<file path="config.mk">
export PLATFORM = sky130hd
export DESIGN_NAME = bsa_ram
export DESIGN_NICKNAME = d
export VERILOG_FILES = /design/src/rtl/bsa_ram.sv
export SDC_FILE = /design/constraint.sdc
export NUM_CORES = 2
export LEC_CHECK = 0
export BUFFER_PORTS_ARGS = -buffer_cell sky130_fd_sc_hd__buf_2
export CAP_MARGIN = 20
export CELL_PAD_IN_SITES_DETAIL_PLACEMENT = 1
export CELL_PAD_IN_SITES_GLOBAL_PLACEMENT = 2
export CORE_ASPECT_RATIO = 1.5
export CORE_UTILIZATION = 35
export DETAILED_ROUTE_END_ITERATION = 12
export GPL_TIMING_DRIVEN = 0
export PLACE_DENSITY = 0.63
export SYNTH_ARGS = -nofsm -noshare
export SYNTH_HDL_FRONTEND = slang
export SYNTH_SLANG_ARGS = --single-unit
</file>
<file path="constraint.sdc">
create_clock -name clk -period 9.3 [get_ports clk]
set_input_delay 0.465 -clock clk [delete_from_list [all_inputs] [get_ports clk]]
set_output_delay 0.465 -clock clk [all_outputs]
set_load 0.01 [all_outputs]
</file>
<file path="src/rtl/bsa_ram.sv">
// Generic single-write, single-read RAM with registered read data.
module bsa_ram #(
  parameter int WIDTH = 64,
  parameter int DEPTH = 63,
  parameter int AW    = (DEPTH > 1) ? $clog2(DEPTH) : 1
) (
  input  logic             clk,
  input  logic             wr_en,
  input  logic [AW-1:0]    wr_addr,
  input  logic [WIDTH-1:0] wr_data,
  input  logic             rd_en,
  input  logic [AW-1:0]    rd_addr,
  output logic [WIDTH-1:0] rd_data
);

  logic [WIDTH-1:0] mem [DEPTH];

  always_ff @(posedge clk) begin
    if (wr_en) begin
      mem[wr_addr] <= wr_data;
    end
    if (rd_en) begin
      rd_data <= mem[rd_addr];
    end
  end

endmodule

</file>
# Word-level counts from Yosys, hierarchy flattened
# Memories as Yosys holds them, arrays and structs flattened. A register that Yosys moved wholly into a read port is not among the register bits.
# Index checks and enable logic that the tools add are counted.
# W data, S select, Z words.
[op_classes]
muxes = 2
[op_table]
columns = ["operator", "count"]
rows = [
  ["$mux W1", 2],
]
[totals]
ff_bits = 0
mem_bits_rw = 4032
input_bits = 79
n_memories = 1
[mem_list]
columns = ["memory", "depth", "word_bits", "rd", "rd_clocked_by_memory_dff", "wr", "line_no", "source"]
rows = [
  ["mem", 63, 64, 1, 1, 1, "16", "logic [WIDTH-1:0] mem [DEPTH];"],
]

# Depth between registers and ports, before layout
[logic_depth]
depth_word = 2
depth_mapped = 10

# Worst setup path before layout
# Ideal clock, no wire load.
[synth_timing]
kind = "input port to flip-flop"
from = "input port wr_addr[4]"
to = "memory mem[32][0], enable pin"
setup_ns = 0.564
arrival_time_ns = 5.295
t_required_ns = 8.736
path_slack_ns = 3.441
stages = 4
path_buffers = 1
path_cell_list = "clkbuf_1 nor2_1 nand4b_1 nor3_1"
[synth_lines]
columns = ["element", "line_no", "source"]
rows = [
  ["start, declared", "9", "input logic [AW-1:0] wr_addr,"],
  ["end, declared", "16", ""],
]
# No word-level cell before the write port.

==> results.cfg <==
[run_status]
status = finished with violations
violations = DRC

[clock_tree]
cts_inserted_buffers = 391
clk_latency_ns = 1.06
clk_path_buf_depth = 4
cts_tree = yes
htreeDepth = 5
post-cts-setup-buffers = 0
path_clk_slew_ns = 0.06
cts-root-buf = clkbuf_16
clock_sinks = 4096

[cells_and_area]
layout-drive-gt1-share_pct = 28.6
layout_common_cells = edfxtp_1 (4096), mux4_2 (933), clkbuf_16 (391), buf_2 (232), mux2i_1 (232)
num-nets-final = 7639
fin_util_pct = 41.4
design_area_um2 = 183000
final_common_cell = edfxtp_1
final_cell_count_no_fill = 13800
fill_cells = 40800
area_delta_synth_final_pct = 17.6

[global_routing]
globalRouteTotalUtil_pct = 23.0
grt_pass1_vias = 80700
overflow = 0
antenna_found_initial = 47
grt_max_degree = 64
grt_pass1_wl_mm = 698

[sta]
rsz0062_at_grt = no
worst_slew_pin_slew_ns = 1.28
maxSlewHeadroom_pct = 14.4
drv_slew = 0
finalCritPeriodShare_pct = 45.4
final.setup_skew_ns = 0.0619
max_freq_mhz = 237
hold_violations = 0
setup_violations = 0
hold_slack_ns = 0.0138
fin_crit_ns = 4.22

[setup_path]
cp-start-kind = primary input
critical_path_required_ns = 10.15
cp.arrival_ns = 5.07
ff2ff_path_depth = 5
crit_type = in -> reg
critPathMaxFanout = 10
endpoint_kind = register

[floorplanning]
die-area_um2 = 447000
rows = 299
io_pins = 143
die_w_um = 546
die_height_um = 818
initial_core_util_pct = 35.2
core_area_um2 = 442000

[placed_design]
dp.cells = 13000
place_congestion = 0.847
dp_hpwl_mm = 361
portBuffers = 133
placed_area_um2 = 169000

[route]
viasPerCell = 5.60
first_pass_iters = 10
drtIter0Drc = 9181
wl_per_cell_um = 37.7
vias = 77100
routed_wirelength_mm = 518
drc = 30
ant_nets = 0

[pwr]
cellPowerDensity_nw_per_um2 = 212
total_power_mw = 38.8
leakage_nw = 56.7
ir_drop_mv = 0.190

[min_path]
whs_path_depth = 1
hold_class = in -> reg

[yosys]
syn_inst = 6681
yosysWarnings = 0
synth_nets = 6760
netlist_area_um2 = 155000
ys_seq_area_share_pct = 79.1
ys_async_sr_fraction_pct = 0
synth-main-ff-cell = edfxtp_1
synth_edf_count = 4096
yosysUniqueCellTypes = 37
synth-seq-cells = 4096
avgSynthCellArea_um2 = 23.3

[run]
cap_violations = 0
## state kept, by name, indices dropped and copies added (netlist names)
name	cells
rd_data	64
mem	4032
## synthesized netlist by cell type, types with 31 or more instances
cell type  count  area (µm²)
nand2_1       66         248
o22a_1        51         447
o22ai_1       86         538
edfxtp_1    4096      123000
clkbuf_1     143         537
buf_6         71         800
buf_4         47         353
mux2i_1      232        2320
a211oi_1      84         631
mux2_2        36         405
o221ai_1     197        1730
nor2_1       133         499
mux4_2       933       21000
nor2b_1       39         244
a21oi_1      133         666
buf_2        111         556
o21ai_1       37         185
o21ai_0       31         155
o211ai_1      60         450
## cell families (layout without fill, tap and decap cells)
family / Yosys count / in the layout / share of synthesized area [%]
multiplexers: 1201 / 1201 / 15.3
flip-flops: 4096 / 4096 / 79.1
AND/OR/NAND/NOR: 276 / 276 / 0.791
buffers and inverters: 399 / 1599 / 1.53
other: 0 / 19 / 0
AO/OA/AOI/OAI: 709 / 709 / 3.26
## final timing paths
check         startpoint           to  slack (ns)
max           rd_addr[1]   rd_data[3]        5.08
max reg2reg  mem[37][56]  rd_data[56]        6.53
min          wr_data[45]  mem[33][45]        0.01
min reg2reg  mem[62][16]  rd_data[16]        1.01
## layout make-up
cell class	instances	area, µm²	area share [%]
Timing Repair Buffer	486	7040	3.85
Clock inverter	253	2380	1.30
Antenna cell	19	47.5	0.0260
Tap cell	5869	7340	4.02
Sequential cell	4096	123000	67.3
Clock buffer	461	10000	5.50
Buffer	399	2380	1.30
Multi-Input combinational cell	2186	30600	16.7
## repair_timing
item                                   in CTS  in global routing
gates resized for setup                     0                  0
hold buffers                               44                 17
endpoints found under the hold margin     862                265
## stage by stage
stage / setup TNS, ns / setup slack (ns)
final: 0 / 5.08
after global routing: 0 / 5.26
after CTS: 0 / 5.19
after detailed placement: 0 / 4.08
after global placement: -536.96 / -3.30
after floorplan: 0 / 3.44
## critical path: stages
cell      delay (ns)
buf_2           0.50
buf_4           0.44
buf_6           0.32
nand2b_1        0.54
clkbuf_2        0.45
clkbuf_1        0.66
o22ai_1         0.22
nor2_1          0.85
o22a_1          0.53
## routing by layer
metal  part of all wire [%]  routed length [µm]  track usage [%]
met5                  0.010                  54                0
met2                     51              264000             39.9
met1                     36              188000             26.9
met4                    7.3               37600             14.6
met3                    5.5               28500             3.12
## where the power goes
part	total [mW]	internal [mW]	switching, mW	leakage (nW)
logic	2.45	0.776	1.67	13.8
registers	20.5	20.5	0.0382	36.9
clock network	15.9	8.62	7.27	6.04
No activity file was read; power rests on OpenSTA's default activity.
