--- src/rtl/bsa_pkg.sv ---
// Shared types and constants for the bitmap slot allocator.
package bsa_pkg;

  localparam int LEAF_WORDS_DEF = 63;
  localparam int LEAF_BITS      = 64;
  localparam int LEAF_POS_W     = 6;
  localparam int SLOT_W         = 12;
  localparam int OFF_W          = 20;
  localparam int SHIFT_W        = 4;

  localparam logic [SHIFT_W-1:0] SHIFT_MIN   = 4'd4;
  localparam logic [SHIFT_W-1:0] SHIFT_MAX   = 4'd8;
  localparam logic [SHIFT_W-1:0] SHIFT_RESET = 4'd4;

  localparam logic MODE_ALLOC = 1'b0;
  localparam logic MODE_FREE  = 1'b1;

  typedef enum logic [1:0] {
    ST_OK       = 2'd0,
    ST_FULL     = 2'd1,
    ST_OUT      = 2'd2,
    ST_MISALIGN = 2'd3
  } status_t;

  typedef enum logic [2:0] {
    S_IDLE   = 3'b001,
    S_LOCATE = 3'b010,
    S_UPDATE = 3'b100
  } state_t;

  typedef struct packed {
    logic                  any;
    logic [LEAF_POS_W-1:0] pos;
  } lsb_res_t;

endpackage

--- src/rtl/bsa_lsb_find.sv ---
// Lowest-set-bit finder shared by the summary and leaf searches.
module bsa_lsb_find (
  input  logic [bsa_pkg::LEAF_BITS-1:0] operand,
  output bsa_pkg::lsb_res_t             res
);

  logic [bsa_pkg::LEAF_BITS-1:0]  iso;
  logic [bsa_pkg::LEAF_POS_W-1:0] pos;

  assign iso = operand & (~operand + bsa_pkg::LEAF_BITS'(1));

  always_comb begin
    pos = '0;
    for (int i = 0; i < bsa_pkg::LEAF_BITS; i++) begin
      if (iso[i]) begin
        pos = pos | bsa_pkg::LEAF_POS_W'(i);
      end
    end
  end

  assign res.any = |operand;
  assign res.pos = pos;

endmodule

--- config.mk ---
export PLATFORM = sky130hd
export DESIGN_NAME = bsa_lsb_find
export DESIGN_NICKNAME = d
export VERILOG_FILES = /design/src/rtl/bsa_pkg.sv /design/src/rtl/bsa_lsb_find.sv
export SDC_FILE = /design/constraint.sdc
export NUM_CORES = 1
export LEC_CHECK = 0
export BUFFER_PORTS_ARGS = -buffer_cell sky130_fd_sc_hd__buf_4
export CAP_MARGIN = 20
export CELL_PAD_IN_SITES_DETAIL_PLACEMENT = 1
export CELL_PAD_IN_SITES_GLOBAL_PLACEMENT = 2
export CORE_ASPECT_RATIO = 1.5
export CORE_MARGIN = 5
export CORE_UTILIZATION = 24
export DETAILED_ROUTE_END_ITERATION = 6
export PLACE_DENSITY_LB_ADDON = 0.1
export SYNTH_ARGS = -nofsm -noshare
export SYNTH_HDL_FRONTEND = slang
export SYNTH_SLANG_ARGS = --single-unit
--- constraint.sdc ---
create_clock -name vclk -period 8.05
set_input_delay 1.2075 -clock vclk [all_inputs]
set_output_delay 1.2075 -clock vclk [all_outputs]
set_load 0.02 [all_outputs]
Word level (Yosys, flattened, before mapping)
Index checks and enable logic that the tools add are counted.
Widths: inputs -> output; s select.
{"block": "word_totals", "regBits": 0, "out_inout_bits": 7, "wordCells": 67}
{"block": "op_classes", "add_sub_neg": 1, "mux": 63, "bitwise_logic": 2, "reduce_logical": 1}
{"cell": "$mux 6", "n": 32}
{"cell": "$mux 5", "n": 16}
{"cell": "$add 64x1->64 const B", "n": 1}
{"cell": "$and 64x64->64", "n": 1}
{"cell": "$not 64->64", "n": 1}
{"cell": "$reduce_or 64->1", "n": 1}
{"cell": "$mux 4", "n": 8}
{"cell": "$mux 3", "n": 4}
{"cell": "$mux 2", "n": 2}
{"cell": "$mux 1", "n": 1}

Longest topological paths before layout
{"block": "depth", "depth_word": 66, "ltp_mapped": 9, "ltp_nobuf": 7}

Worst setup path after synthesis
OpenSTA, ideal clock, no wires.
{"block": "synth_path", "kind": "input to output", "start": "in operand[11] (netlist name)", "end": "out res[2] (netlist name)", "arrival_ns": 3.570, "t_required_ns": 6.843, "path_slack_ns": 3.272, "cell_stages": 8, "n_path_buf": 1, "path_cell_list": "or4_4 > or4b_1 > buf_2 > nor4_4 > nand2_2 > o32a_1 > and2_0 > nand4b_1"}
{"item": "start, declared", "line": "bsa_lsb_find.sv:3", "rtl": "input logic [bsa_pkg::LEAF_BITS-1:0] operand,"}
{"item": "end, declared", "line": "bsa_lsb_find.sv:4", "rtl": "output bsa_pkg::lsb_res_t res"}

==> metrics.yaml <==
grt_pass1_wl_mm: 10.22
hold_slack_ns: 2.748
post_cts_resized: 0
fmax_mhz: 178.2
hold_class: "input port to primary output"
arrival_ns: 4.40
synth_top_area_share_pct: 9.707
p_leak_uw: 0.0006901
hold_depth: 4
yosysSeqAreaShare_pct: 0
finalSetupViolCount: 0
period_needed_ns: 5.612
finalWorstSetupSlack_ns: 2.438
crit_fanout: 14
place_ws_ns: 2.519
cp_data_required_time_ns: 6.84
regArea_sq_um: 0
ant_nets: 0
yosys_warnings: 0
grt_overflow_total: 0
postSynthAreaPerCell_sq_um: 6.007
wl_mm: 6.437
post_synth_main_area_contributors: "nor2_1, nor3_1, nor4_1"
worst_slew_pin_slew_ns: 0.8391
final_cells: 341
gp_congestion: 0.9523
synth_most_common_cell: "nor2_1"
p_per_area_nw_per_um2: 31.53
grt_max_degree: 15
postCtsHoldBufs: 0
area_growth_pct: 48.33
rows: 32
end_kind: "primary output"
track_usage_pct: 19.30
portBuffers: 71
nNetsFinal: 339
drt_iter0_markers: 59
finalCritPeriodShare_pct: 69.72
fin_total_pwr_uw: 57.87
ys_types: 49
antenna_found_initial: 0
rsz0062_at_grt: "no"
fp.coreArea_sq_um: 5085
nFlopsAndLatches: 0
hpwl_mm: 5.739
via_count: 1965
slew-limit-headroom_pct: 43.54
num_io_pins: 71
wl_per_cell_um: 18.88
critPathKind: "input port to primary output"
drt_pre_antenna_iters: 4
status: "completed"
drc: 0
final.setup.tns_ns: 0
maxCapViolCount: 0
synth_area_sq_um: 1237
die_area_sq_um: 6722
num-clock-buffers: 0
place_inst: 341
vias_per_cell: 5.762
startpoint_type: "input port"
yosys-top-cells-count: "nor2_1, nor3_1, nand2_1, nor4_1, a21oi_1"
die_w_um: 68.63
antenna_cells: 0
slew_violations: 0
final_hold_viol_count: 0
drive_above_1_share_pct: 27.84
start_util_pct: 24.34
grt_pass1_vias: 2112
syn_inst: 206
die_h_um: 97.94
ir_drop_mv: 0.01444
post_cts_buffers: 0
synth_nets: 270
synth.largest_area_cell: "nor2_1"
-- per-stage QoR --
step           util (%)  instance area (sq um)
2_1_floorplan         -                   1237
3_3_place_gp      36.10                   1836
3_5_place_dp      36.10                   1836
4_1_cts           36.10                   1836
5_1_grt           36.10                   1836
6_report          36.10                   1836
-- per-layer routing --
metal	track usage, %	vias to the layer above	share of wire (%)
met5	0	-	0
met4	3.063	0	1.7
met3	0.2301	8	3.1
met2	40.18	51	59
met1	20.07	929	37
li1	-	977	-
-- worst max-delay path: stages --
cell     delay [ns]
buf_4          0.12
or4_4          0.57
or4b_1         0.69
nor4_4         0.71
nand2_2        0.21
o41ai_2        0.49
nor4_1         0.13
nand4_1        0.13
buf_4          0.15
-- cell families after synthesis --
logic type | after synthesis | share of synthesized area [%]
and+or+nand+nor | 141 | 64.31
AOI/OAI and AO/OA | 54 | 31.95
buffers and inverters | 11 | 3.742
-- area by class of cell --
class	count	area (sq um)
Fill cell	704	3249
Multi-Input combinational cell	195	1191
Timing Repair Buffer	71	533.0
Tap cell	68	85.08
Inverter	7	26.28
-- final timing paths --
kind | startpoint | end | slack [ns]
max | operand[11] | res[5] | 2.44
min | operand[63] | res[6] | 2.75
-- where the power goes --
part | internal [uW] | leakage (uW) | total [uW] | switching, uW
clock network | 0 | 0 | 0 | 0
logic | 29.4 | 0.000690 | 57.9 | 28.4
registers | 0 | 0 | 0 | 0
total | 29.4 | 0.000690 | 57.9 | 28.4
-- cells in the final DEF (no fill, tap or decap), drive strengths merged, types with 2 or more instances in the layout --
cell / instances
nand2: 15
nand4b: 7
a32o: 2
a32oi: 2
a21oi: 13
o21ai: 7
a211oi: 3
or3: 7
nand4: 11
and2: 5
a2111oi: 2
nor2: 32
o32ai: 2
a31oi: 4
o41ai: 2
nand3: 9
nor3b: 5
inv: 7
o311a: 2
o21bai: 2
o2111a: 2
o31ai: 2
nor4b: 3
nor4: 15
nor2b: 4
nor3: 20
buf: 71
o21a: 2
Power figures use the tool's default switching activity.
